===== config.mk =====
export PLATFORM = sky130hd
export DESIGN_NAME = ptiw_div
export DESIGN_NICKNAME = d
export VERILOG_FILES = /design/src/rtl/core/assert_macros.svh /design/src/rtl/core/ptiw_pkg.sv /design/src/rtl/core/ptiw_div.sv
export SDC_FILE = /design/constraint.sdc
export NUM_CORES = 1
export LEC_CHECK = 0
export BUFFER_PORTS_ARGS = -buffer_cell sky130_fd_sc_hd__buf_2
export CORE_MARGIN = 3
export CORE_UTILIZATION = 53
export CTS_BUF_LIST = sky130_fd_sc_hd__clkbuf_8
export DETAILED_ROUTE_END_ITERATION = 10
export PLACE_DENSITY = 0.92
export SYNTH_ARGS = -nofsm -noshare
export SYNTH_HDL_FRONTEND = slang
export SYNTH_SLANG_ARGS = --single-unit

===== constraint.sdc =====
create_clock -name clk -period 2.9 [get_ports clk]
set_input_delay 0.145 -clock clk [delete_from_list [all_inputs] [get_ports clk]]
set_output_delay 0.145 -clock clk [all_outputs]
set_load 0.1 [all_outputs]

===== src/rtl/core/assert_macros.svh =====
// assertion macros shared by the rtl files
`ifndef ASSERT_MACROS_SVH
`define ASSERT_MACROS_SVH

// property checked on every rising edge of clk, off while rst_n is low
`define ASSERT_CLK(label, prop, msg) \
  label: assert property (@(posedge clk) disable iff (!rst_n) (prop)) else $error(msg);

// condition that must never be true out of reset
`define ASSERT_NEVER(label, cond, msg) \
  `ASSERT_CLK(label, !(cond), msg)

`endif


===== src/rtl/core/ptiw_pkg.sv =====
// shared types, constants and the arctangent table of the phasor-to-waveform unit
`default_nettype none
package ptiw_pkg;

  localparam int CHANNELS_DEF = 8;
  localparam int MAX_OUT      = 8;

  // cordic gain correction 0.6072529 in q0.30
  localparam logic [29:0] KINV_Q30 = 30'd652032874;

  // cordic datapath widths
  localparam int XW = 52;
  localparam int ZW = 34;

  // divider widths
  localparam int DIV_NW = 50;
  localparam int DIV_DW = 11;

  // configuration register indexes
  localparam logic [7:0] REG_PHASE_PER_STEP = 8'd0;
  localparam logic [7:0] REG_SUBSTEPS       = 8'd1;

  typedef struct packed {
    logic start;
    logic vec;
  } cordic_req_t;

  typedef struct packed {
    logic [31:0] amp_prev;
    logic [31:0] phase_prev;
    logic [31:0] amp_now;
    logic [31:0] phase_now;
  } phasor_t;

  function automatic logic [31:0] atan_tab(input logic [4:0] i);
    logic [31:0] v;
    case (i)
      5'd0:  v = 32'h20000000;
      5'd1:  v = 32'h12E4051E;
      5'd2:  v = 32'h09FB385B;
      5'd3:  v = 32'h051111D4;
      5'd4:  v = 32'h028B0D43;
      5'd5:  v = 32'h0145D7E1;
      5'd6:  v = 32'h00A2F61E;
      5'd7:  v = 32'h00517C55;
      5'd8:  v = 32'h0028BE53;
      5'd9:  v = 32'h00145F2F;
      5'd10: v = 32'h000A2F98;
      5'd11: v = 32'h000517CC;
      5'd12: v = 32'h00028BE6;
      5'd13: v = 32'h000145F3;
      5'd14: v = 32'h0000A2FA;
      5'd15: v = 32'h0000517D;
      5'd16: v = 32'h000028BE;
      5'd17: v = 32'h0000145F;
      5'd18: v = 32'h00000A30;
      5'd19: v = 32'h00000518;
      5'd20: v = 32'h0000028C;
      5'd21: v = 32'h00000146;
      5'd22: v = 32'h000000A3;
      5'd23: v = 32'h00000051;
      5'd24: v = 32'h00000029;
      5'd25: v = 32'h00000014;
      5'd26: v = 32'h0000000A;
      5'd27: v = 32'h00000005;
      5'd28: v = 32'h00000003;
      5'd29: v = 32'h00000001;
      5'd30: v = 32'h00000001;
      default: v = 32'h00000000;
    endcase
    return v;
  endfunction

endpackage
`default_nettype wire


===== src/rtl/core/ptiw_div.sv =====
// restoring divider, one quotient bit per cycle
`default_nettype none
module ptiw_div (
  input  logic                        clk,
  input  logic                        rst_n,
  input  logic                        start,
  input  logic [ptiw_pkg::DIV_NW-1:0] num,
  input  logic [ptiw_pkg::DIV_DW-1:0] den,
  output logic                        busy,
  output logic                        done,
  output logic [ptiw_pkg::DIV_NW-1:0] quo
);
  import ptiw_pkg::*;

  localparam int CW = $clog2(DIV_NW);

  logic [DIV_NW-1:0] n_r;
  logic [DIV_DW-1:0] d_r, rem_r;
  logic [DIV_DW:0]   rs;
  logic [CW-1:0]     cnt_r;
  logic              run_r, done_r, ge;

  assign rs = {rem_r, n_r[DIV_NW-1]};
  assign ge = rs >= {1'b0, d_r};

  always_ff @(posedge clk) begin
    if (!rst_n) begin
      run_r  <= 1'b0;
      done_r <= 1'b0;
      cnt_r  <= '0;
    end else begin
      done_r <= 1'b0;
      if (start) begin
        run_r <= 1'b1;
        cnt_r <= '0;
      end else if (run_r) begin
        cnt_r <= cnt_r + CW'(1);
        if (cnt_r == CW'(DIV_NW - 1)) begin
          run_r  <= 1'b0;
          done_r <= 1'b1;
        end
      end
    end
  end

  always_ff @(posedge clk) begin
    if (start) begin
      n_r   <= num;
      d_r   <= den;
      rem_r <= '0;
    end else if (run_r) begin
      rem_r <= ge ? DIV_DW'(rs - {1'b0, d_r}) : rs[DIV_DW-1:0];
      n_r   <= {n_r[DIV_NW-2:0], ge};
    end
  end

  assign busy = run_r;
  assign done = done_r;
  assign quo  = n_r;

endmodule
`default_nettype wire


; Yosys cells after proc, flatten, opt, wreduce, memory -nomap -nowiden
; Cells that the tools add are included.
[totals]
register_bits = 80
wordCells = 22
[classes]
addsub = 2
n_lt_le_gt_ge = 1
eq_ne = 1
n_mux = 7
n_bitwise = 2
n_reduce_logical = 3
[ops]
columns = cell, n
row1 = 50-bit 2-to-1 mux, 2
row2 = 12-bit by 11-bit greater-or-equal comparator with 1-bit output, 1
row3 = 11-bit 2-to-1 mux, 1
row4 = 11-bit subtractor, 1
row5 = "6-bit by 1-bit adder with 6-bit output, second input constant", 1
row6 = "6-bit equality test, second input constant", 1
row7 = 1-bit 2-to-1 mux, 4
row8 = 3-bit OR reduction, 1
row9 = 1-bit NOT, 2
row10 = 2-bit nonzero test, 1
row11 = 2-bit OR reduction, 1

; Logic depth before layout (Yosys ltp)
; Gate-level depths: netlist of run 1.
[depth]
word_depth = 4
mapped_depth = 10
mapped_depth_nobuf = 9

; Worst setup path after synthesis of run 1
; Ideal clock, no wire load.
[synth_path]
kind = register -> register
start = register n_r[49] (netlist: quo[49])
end = register rem_r[8]
setup_time_ps = 138
arrival_ps = 2861
t_required_ps = 2762
slack_ps = -99
path_stages_with_launch = 11
n_path_buf = 1
synth_period_minus_slack_ps = 2999
cell_sequence = edfxtp_1 > inv_1 > ha_1 > fa_1 > nor2b_1 > o31a_1 > o21ai_2 > o21ai_2 > buf_8 > mux2i_1 > a211oi_2
[synth_between]
elab_chain_len = 2
word_cells_on_any_way = 3
[synth_rtl]
columns = item, line_no
row1 = "start, declared", ptiw_div.sv:17  ; logic [DIV_NW-1:0] n_r;
row2 = "start signal, assigned", ptiw_div.sv:48  ; n_r <= num;
row3 = "start signal, assigned", ptiw_div.sv:53  ; n_r <= {n_r[DIV_NW-2:0], ge};
row4 = 11-bit subtractor / 12-bit by 11-bit greater-or-equal comparator with 1-bit output (equally long branches), "ptiw_div.sv:52, ptiw_div.sv:24"
row5 = 11-bit 2-to-1 mux (*), ptiw_div.sv:52  ; rem_r <= ge ? DIV_DW'(rs - {1'b0, d_r}) : rs[DIV_DW-1:0];
row6 = "end signal, assigned", ptiw_div.sv:52
row7 = "end, declared", ptiw_div.sv:18  ; logic [DIV_DW-1:0] d_r, rem_r;
; Every way passes the cells marked *; elsewhere a longest branch is shown, timed or not.
; A chain may end at the register's enable or synchronous reset.

; Final worst setup path of run 1
[layout_path]
start = register n_r[49] (netlist: quo[49])
end = register rem_r[2]
; The elaborated chain is that of the path after synthesis.

==> metrics, run 1 <==
fmax=401.5 MHz; Worst-Skew Late Latency=0.35 ns; Layout area overhead=26.18%; headroom to the max-slew limit=60.45%; M3 GR Usage=8.119%; net count after synthesis=368; GPL Wtd Cong=0.8132; Post-CTS Setup Bufs=0; power per standard cell area=702.6 nW/um^2; leakage=2.010 nW; initial core utilization=55.83%; Detail Route Antenna Nets=0; Final Net Count=497; largest net degree at the start of global routing=48; critical path data arrival time=2.75 ns; clock sinks=80; routed via count=2901; Reg-to-Reg Start=quo[49]$_DFFE_PP_; critical path's top delay family=compound AO/OA/AOI/OAI gates; final hold viol count=0; Via density=5.579; Synth Area in XOR/XNOR=2.044%; Synth Area in Compound Gates=8.663%; CTS max path bufs=2; Critical path origin=quo[49]$_DFFE_PP_; grt met2 use=40.77%; Port Buffers=115; global-route wire length before repair=15260 um; commonest non-fill, non-tap cells in the layout=115 x buf_2, 61 x edfxtp_1, 50 x mux2_2, 19 x nor2_1, 19 x dfxtp_1; crit path to=rem_r[2]$_SDFFE_PP0P_; mux share of post-synthesis cell area=15.90%; Num CTS Buffers=9; simple-gate share of the synthesized area=7.982%; Post-Place Worst Slack=0.4515 ns; Synth Flop Type=edfxtp_1; yosys warns=0; htree depth=3; Rows=30; FFs w/ async S/R, synth=0%; status=finished clean; total global routing overflow=0; Die Y=91.30 um; Register-to-Register Path Depth=9; worst setup margin=0.4091 ns; final worst path period share=85.89%; initial DRC count=155; ant diodes=0; Clock Tree Root=clkbuf_8; die width=91.30 um; Worst Tran Pin Value=0.5933 ns; commonest non-fill, non-tap cell in the layout=buf_2; gr busiest metal=met2; clk_skew=0.01046 ns; ratio of cells with drive above 1 in the final layout=46.46%; met1 usage=26.62%; Mean Syn Cell Area=13.30 sq um; Slew Limit Fails=0; VDD IR max=669.1 uV; TritonRoute pass-1 iters=4; post-route minimum period=2.491 ns; synthesized instance count=290; post-synthesis adder-cell area fraction=4.737%; reg2reg end=rem_r[2]$_SDFFE_PP0P_; post-synthesis register bit count=80; gr usage total=23.51%; placed cells=493; CP Capture Type=register; main combinational cell family by area after synthesis=multiplexers; Core ar.=6907 sq um; CP max stage delay=0.46 ns; slowest CP cell=o21ai_4; cell count along the critical path=9; DRC viols=0; initial antenna violation count=0; most used cell, CP=o21ai_4; unrepaired setup endpoints after global routing=no; CP Buf/Inv Count=1; CP required=3.16 ns; drt total wl=9572 um; Ports=116; post-detail-place hpwl=6347 um; Wirelength per Cell=18.41 um; Reg clk slew, reported paths=0.09 ns; worst hold path type=in -> reg; vias in the first global route=3062; CP Launch Type=register; TritonCTS clock tree=done; mapped cell area=3856 sq um; Cell variety after synth=45; Final Non-Filler Cells=520; Worst Path Max Fanout=15; max cap viols=0; Cell Chain, Critical Path=inv_1 > ha_2 > fa_2 > nor2b_1 > o31a_1 > o21ai_4 > o21ai_4 > mux2i_1 > a211oi_1; final setup violation count=0; post-synthesis sequential area ratio=57.37%; Crit Path Class=reg -> reg; Post-synth EDFFs=61; DIE AREA=8336 sq um; r2r setup slk=0.41 ns
[worst register-to-register path: cells and delay by family (launching register included)]
family / cells / cell delay (ns)
muxes: 1 / 0.16
and+or+nand+nor: 1 / 0.16
AOI/OAI and AO/OA: 4 / 1.09
DFF: 1 / 0.39
adders and majority gates: 2 / 0.53
buffers and inverters: 1 / 0.06
[per-stage QoR]
| stage | instance area [sq um] | power, mW | TNS (ns) | util [%] | hold slack, ns |
|---|---|---|---|---|---|
| after detailed placement | 4553 | 2.549 | 0 | 65.92 | 0.3233 |
| final | 4866 | 3.419 | 0 | 70.45 | 0.08783 |
| after global routing | 4866 | 3.541 | 0 | 70.45 | 0.06871 |
| after CTS | 4866 | 3.407 | 0 | 70.45 | 0.07880 |
| after global placement | 4553 | 2.521 | 0 | 65.92 | 0.3231 |
| after floorplan | 3879 | 2.349 | -0.0001201 | - | 0.2439 |
[routing by layer]
metal / wire [um] / up-vias / share of wire [%]
met3: 810 / 21 / 8.5
met4: 191 / 0 / 2.0
met1: 3583 / 1400 / 37
met5: 0 / - / 0
met2: 4987 / 131 / 52
li1: - / 1349 / -
[cell families after synthesis]
| kind of cell | Yosys count |
|---|---|
| xor+xnor | 9 |
| mux | 55 |
| simple gates | 58 |
| buf+inv | 29 |
| fa+ha+maj | 14 |
| compound gates | 45 |
| flops | 80 |
[sequential cells by signal, indices dropped and copies added, names as in the netlist]
| register | count |
|---|---|
| cnt_r | 6 |
| done | 1 |
| busy | 1 |
| quo | 50 |
| rem_r | 11 |
| d_r | 11 |
[cell usage after synthesis (all sizes together), types with 2 or more instances]
cell type   n  share of area [%]
a211oi      8                1.8
a21oi       9                1.2
a311oi      2               0.62
buf         5               0.97
clkbuf      7               0.68
dfxtp      19                9.9
edfxtp     61                 48
ha         13                4.2
inv        17                1.7
mux2       50                 15
mux2i       5                1.3
nand2      11                1.1
nand2b      5               0.81
nand3       4               0.65
nand4       4               0.65
nor2       19                1.8
nor2b       3               0.49
nor3        3               0.39
nor4        2               0.49
nor4b       2               0.45
nor4bb      2               0.52
o211ai      3               0.58
o21a        2               0.39
o21ai      10                1.5
o22ai       2               0.32
o31a        2               0.45
o31ai       2               0.39
xnor2       6                1.4
xor2        3               0.68
[repair_timing]
| action | CTS | global route |
|---|---|---|
| setup endpoints to repair | 0 | 0 |
| endpoints found under the hold margin | 11 | 0 |
| resized for setup | 0 | 0 |
| hold buffers | 11 | 0 |
[worst min-delay path by stage]
stage,cells past startpoint,to,slack (ns),start
final,2,busy$_SDFF_PN0_,0.09,rst_n
after global routing,2,quo[40]$_DFFE_PP_,0.07,num[40]
after CTS,2,busy$_SDFF_PN0_,0.08,rst_n
after detailed placement,1,d_r[7]$_DFFE_PP_,0.32,den[7]
after global placement,1,d_r[1]$_DFFE_PP_,0.32,den[1]
after floorplan,0,d_r[0]$_DFFE_PP_,0.24,den[0]
[cell type report]
type,instances,area (sq um)
inverters,17,63.81
repair buffers,130,728.2
multi-input cells,181,1539
well taps,96,120.1
fillers,448,2041
clock inverters,7,78.83
clock buffers,9,123.9
flip-flops and latches,80,2212
[where the power goes]
| part | internal [mW] | total (mW) | switching, mW |
|---|---|---|---|
| Combinational | 0.283 | 1.13 | 0.842 |
| Sequential | 1.36 | 1.43 | 0.0671 |
| Clock | 0.409 | 0.863 | 0.454 |
| Total | 2.06 | 3.42 | 1.36 |
(Power assumes the default switching activity.)
==> inputs of run 2 (changes only) <==
ABC_AREA = 1   (was not set)
CORE_UTILIZATION = 54   (was 53)
==> metrics, run 2 <==
status=finished clean; Port Buffers=115 (unchanged); Cell variety after synth=34 (-24%); Synth Flop Type=edfxtp_1; Die Y=93.17 um (+2.0%); TritonRoute pass-1 iters=5 (+1); final setup violation count=0 (unchanged); global-route wire length before repair=16400 um (+7.5%); Slew Limit Fails=0 (unchanged); largest net degree at the start of global routing=52 (+8.3%); critical path's top delay family=simple AND/OR/NAND/NOR gates; grt met2 use=39.53% (-1.2 points); post-synthesis register bit count=80 (unchanged); critical path data arrival time=2.43 ns (-0.32 ns); Yosys top cell by area=edfxtp_1; ratio of cells with drive above 1 in the final layout=25.90% (-21 points); TritonCTS clock tree=done; post-route minimum period=2.203 ns (-0.2876 ns); clock sinks=80 (unchanged); Worst Path Max Fanout=12 (-3); Mean Syn Cell Area=8.512 sq um (-36%); vias in the first global route=3517 (+15%); initial core utilization=55.97% (+0.13 points); routed via count=3679 (+27%); met1 usage=30.60% (+4.0 points); Core ar.=7331 sq um (+6.1%); Worst-Skew Late Latency=0.34 ns (about the same); unrepaired setup endpoints after global routing=no; net count after synthesis=560 (+52%); gr usage total=24.06% (+0.55 points); Post-synth top cells=221 x nand2_1, 61 x edfxtp_1, 50 x inv_1; Rows=31 (+3.3%); drt total wl=10030 um (+4.7%); Final Net Count=683 (+37%); Post-synth EDFFs=61 (unchanged); CP Buf/Inv Count=2 (+1); WHS=0.06634 ns (-0.02149 ns); CTS max path bufs=2 (unchanged); clk_skew=0.006704 ns (-0.003752 ns); CP Capture Type=register; gr busiest metal=met2; Clock Tree Root=clkbuf_8; Num CTS Buffers=9 (unchanged); Fillers=509 (+14%); commonest non-fill, non-tap cells in the layout=221 x nand2_1, 115 x buf_2, 61 x edfxtp_1, 50 x inv_1, 25 x nand3_1; Via density=5.189 (-7.0%); commonest non-fill, non-tap cell in the layout=nand2_1; Ports=116 (unchanged); initial DRC count=444 (+190%); fmax=453.9 MHz (+13%); Worst Tran Pin Value=1.029 ns (+0.4362 ns); cell with the most instances after synthesis=nand2_1; footprint of the multi-input gates=1589 sq um (+3.3%); Detail Route Antenna Nets=0 (unchanged); Synth area leaders=edfxtp_1 45%, nand2_1 20%, dfxtp_1 9.3%; GPL Wtd Cong=0.8639 (+6.2%); ant diodes=0 (unchanged); max reg flops=50 (unchanged); htree depth=3 (unchanged); VDD IR max=552.0 uV (-17%); headroom to the max-slew limit=31.27% (-29 points); FFs w/ async S/R, synth=0% (unchanged); M3 GR Usage=6.597% (-1.5 points); DRC viols=0 (unchanged); max cap viols=0 (unchanged); CP Launch Type=register; final hold viol count=0 (unchanged); Setup TNS=0 ns (unchanged); most used cell, CP=nand3_1; Reg clk slew, reported paths=0.08 ns (about the same); Reg area=2212 sq um (unchanged); CP required=3.12 ns (-0.04 ns); initial antenna violation count=0 (unchanged); Crit Path Class=reg -> reg; mapped cell area=4103 sq um (+6.4%); leakage=2.609 nW (+30%); slowest CP cell=fa_1; cts repair resizes=0 (unchanged); post-synthesis sequential area ratio=53.92% (-3.4 points); Synth top area share=44.65% (-2.9 points); worst hold path type=in -> reg; DIE AREA=8680 sq um (+4.1%); total global routing overflow=0 (unchanged); yosys warns=0 (unchanged); post-detail-place hpwl=7333 um (+16%); final worst path period share=75.98% (-9.9 points); power per standard cell area=633.4 nW/um^2 (-9.8%); die width=93.17 um (+2.0%); synthesized instance count=482 (+66%); Cell Chain, Critical Path=inv_1 > ha_1 > fa_1 > inv_1 > nand3_1 > nand3_2 > nand2_2 > nand4_4 > nand3_1 > nand3_1 > nand2_1; Wirelength per Cell=14.14 um (-23%); Layout area overhead=23.94%; CP max stage delay=0.40 ns (-0.06 ns)
[run 2: cell types whose count changed after synthesis, sizes merged, moves of 6 or more]
cell,change
a211oi,-8
clkbuf,+6
inv,+35
mux2,-50
nand2,+220
nand3,+27
nand4,+12
o21ai,-8
[run 2: through the flow]
stage | instance area [sq um] | utilization (%) | cells | worst slack, ns | total power [mW]
floorplan | 4103 | - | 482 | 0.1777 | 2.123
global placement | 4742 | 64.69 | 682 | 0.8996 | 2.284
detailed placement | 4742 | 64.69 | 682 | 0.7917 | 2.299
CTS | 5085 | 69.36 | 709 | 0.7678 | 3.232
global route | 5085 | 69.36 | 709 | 0.5926 | 3.337
finish | 5085 | 69.36 | 709 | 0.6967 | 3.221
[run 2: worst paths after layout]
kind | slack [ns] | to | depth (start not counted) | start
worst max-delay path | 0.70 | rem_r[5]$_SDFFE_PP0P_ | 11 | quo[49]$_DFFE_PP_
worst min-delay path | 0.07 | busy$_SDFF_PN0_ | 3 | rst_n
worst min register to register | 0.48 | cnt_r[5]$_SDFFE_PP0P_ | 1 | cnt_r[5]$_SDFFE_PP0P_
worst max register to register | 0.70 | rem_r[5]$_SDFFE_PP0P_ | 11 | quo[49]$_DFFE_PP_
[run 2: kinds of logic after synthesis]
family	synth area share (%)
flip-flops	53.92
buffers and inverters	7.350
AND/OR/NAND/NOR	31.78
AO/OA/AOI/OAI	1.860
XOR/XNOR	0.6406
adder cells (fa/ha/maj)	4.453
[run 2: worst register-to-register path, stage by stage, from the launching register on]
cell      delay, ns
edfxtp_1       0.37
inv_1          0.07
ha_1           0.23
fa_1           0.40
inv_1          0.09
nand3_1        0.08
nand3_2        0.12
nand2_2        0.19
nand4_4        0.25
nand3_1        0.14
nand3_1        0.11
nand2_1        0.07
[run 2: final cells by class]
class	instances	area share, %
Tap cell	99	2.436
Sequential cell	80	43.50
Timing Repair Buffer	130	14.32
Inverter	53	3.912
Multi-Input combinational cell	331	31.25
Clock buffer	12	3.248
Clock inverter	4	1.329
[run 2: what timing repair did]
action | 4_1_cts | 5_1_grt
hold buffers | 11 | 0
setup buffers | 0 | 0
hold endpoints to repair | 11 | 0
[run 2: where the power goes]
group	leakage [nW]	internal, mW	switching [mW]	total [mW]
logic	1.71	0.160	0.736	0.895
clock network	0.121	0.550	0.379	0.929
registers	0.775	1.34	0.0521	1.40
[run 2: per-layer routing]
layer,up-vias,part of all wire (%)
li1,1792,-
met1,1678,40
met2,178,48
met3,31,8.5
met4,0,2.7
met5,-,0
==> inputs of run 3 (changes only) <==
ABC_AREA = 0   (was 1)
CORE_UTILIZATION = 48   (was 54)
PLACE_DENSITY = 0.88   (was 0.92)
clock period = 1.97 ns   (was 2.9 ns; I/O delays follow)
==> metrics, run 3 (synthesis gave the netlist of run 1 again) <==
gr busiest metal=met2; Final Net Count=539 (-21%); Fillers=514 (+0.98%); Port Buffers=115 (unchanged); CP required=2.23 ns (-0.89 ns); WHS=0.03512 ns (-0.03122 ns); unrepaired setup endpoints after global routing=yes; worst setup margin=-0.3168 ns (-1.014 ns); Post-Place Worst Slack=-0.3939 ns (-1.186 ns); Core ar.=7767 sq um (+6.0%); commonest non-fill, non-tap cell in the layout=buf_2; largest net degree at the start of global routing=73 (+40%); footprint of the multi-input gates=1699 sq um (+6.9%); Final Total Pwr=5.364 mW (+67%); Ports=116 (unchanged); GPL Wtd Cong=0.9117 (+5.5%); post-route minimum period=2.287 ns (+0.08351 ns); drt total wl=10690 um (+6.7%); commonest non-fill, non-tap cells in the layout=115 x buf_2, 61 x edfxtp_1, 49 x mux2_2, 39 x buf_4, 19 x nor2_1; Clock Tree Root=clkbuf_8; TritonCTS clock tree=done; Crit Path Class=reg -> reg; DRC viols=0 (unchanged); vias in the first global route=3136 (-11%); TritonRoute pass-1 iters=4 (-1); grt met2 use=40.42% (+0.88 points); final setup violation count=12 (+12); Layout area overhead=39.36%; final hold viol count=0 (unchanged); DIE AREA=9145 sq um (+5.4%); max reg flops=50 (unchanged); ant diodes=0 (unchanged); critical path data arrival time=2.55 ns (+0.12 ns); failing checks=negative setup slack; CTS max path bufs=2 (unchanged); Worst Path Max Fanout=5 (-7); total global routing overflow=0 (unchanged); met1 usage=25.57% (-5.0 points); CP Launch Type=register; Die Y=95.63 um (+2.6%); post-detail-place hpwl=6501 um (-11%); worst hold path type=in -> reg; leakage=2.273 nW (-13%); Worst Tran Pin Value=0.6536 ns (-0.3758 ns); CP Capture Type=register; Slew Limit Fails=0 (unchanged); fmax=437.3 MHz (-3.7%); initial DRC count=215 (-52%); clock sinks=80 (unchanged); max cap viols=0 (unchanged); Wirelength per Cell=18.83 um (+33%); Final Core Density=69.18% (-0.18 points); VDD IR max=774.4 uV (+40%); Num CTS Buffers=9 (unchanged); routed via count=3109 (-15%); Reg clk slew, reported paths=0.09 ns (about the same); Reg area=2213 sq um (about the same); initial antenna violation count=0 (unchanged); global-route wire length before repair=15690 um (-4.3%); headroom to the max-slew limit=56.43% (+25 points); Rows=32 (+3.2%); htree depth=3 (unchanged); power per standard cell area=998.1 nW/um^2 (+58%); gr usage total=23.13% (-0.92 points); clk_skew=0.01023 ns (+0.003526 ns); Detail Route Antenna Nets=0 (unchanged); M3 GR Usage=9.234% (+2.6 points); final worst path period share=116.1% (+40 points); status=finished with violations; initial core utilization=49.65% (-6.3 points); Worst-Skew Late Latency=0.36 ns (+0.02 ns); ratio of cells with drive above 1 in the final layout=55.15% (+29 points); die width=95.63 um (+2.6%); Via density=5.474 (+5.5%)
==> run 3: cell types whose count changed in the layout (fill, tap and decap cells not counted), sizes merged, moves of 8 or more <==
cell and delta:
buf +41, nand4 -12, nand2 -220, mux2 +50
a211oi +8, o21ai +8, inv -35, nand3 -27
==> run 3: timing repair <==
item	4_1_cts	5_1_grt
setup buffers	9	2
pin swaps	11	11
gates cloned	1	0
resized for setup	21	10
setup endpoints to repair	12	12
endpoints found under the hold margin	12	0
hold buffers	12	0
==> run 3: worst paths after layout <==
path	from	to	slack [ns]	cells after the start
setup / recovery	d_r[0]$_DFFE_PP_	rem_r[10]$_SDFFE_PP0P_	-0.32	9
setup reg to reg	d_r[0]$_DFFE_PP_	rem_r[10]$_SDFFE_PP0P_	-0.32	9
hold / removal	num[34]	quo[34]$_DFFE_PP_	0.04	2
hold reg to reg	cnt_r[5]$_SDFFE_PP0P_	done$_SDFF_PP0_	0.51	2
==> run 3: layout make-up <==
cell class / instances / share of cell area [%]
clock inverters: 6 / 1.257
inverters: 17 / 1.187
clock buffers: 10 / 2.561
well taps: 102 / 2.375
repair buffers: 172 / 19.81
multi-input cells: 181 / 31.62
flip-flops and latches: 80 / 41.19
==> run 3: critical path, cell delays in order, from the launching register on <==
cell and delay (ns):
edfxtp_1 0.43, ha_4 0.19, fa_2 0.36, nor2b_2 0.15, o31a_1 0.22, o21ai_4 0.08
buf_6 0.13, nor4bb_2 0.27, o31ai_1 0.10, a311oi_1 0.27
==> run 3: metal layers <==
layer	wire length, um	up-vias
li1	-	1427
met1	3955	1508
met2	5570	150
met3	923	24
met4	244	0
met5	0	-
==> run 3: power by group <==
group | switching (mW) | internal (mW)
clock network | 0.659 | 0.626
logic | 1.35 | 0.624
registers | 0.0957 | 2.01
==> run 3: stage by stage <==
step	cell area (sq um)	std cells	TNS [ns]
after floorplan	3897	290	-9.632
after global placement	4797	528	-2.699
after detailed placement	4797	528	-3.906
after CTS	5300	566	-1.744
after global routing	5374	568	-3.739
final	5374	568	-2.637
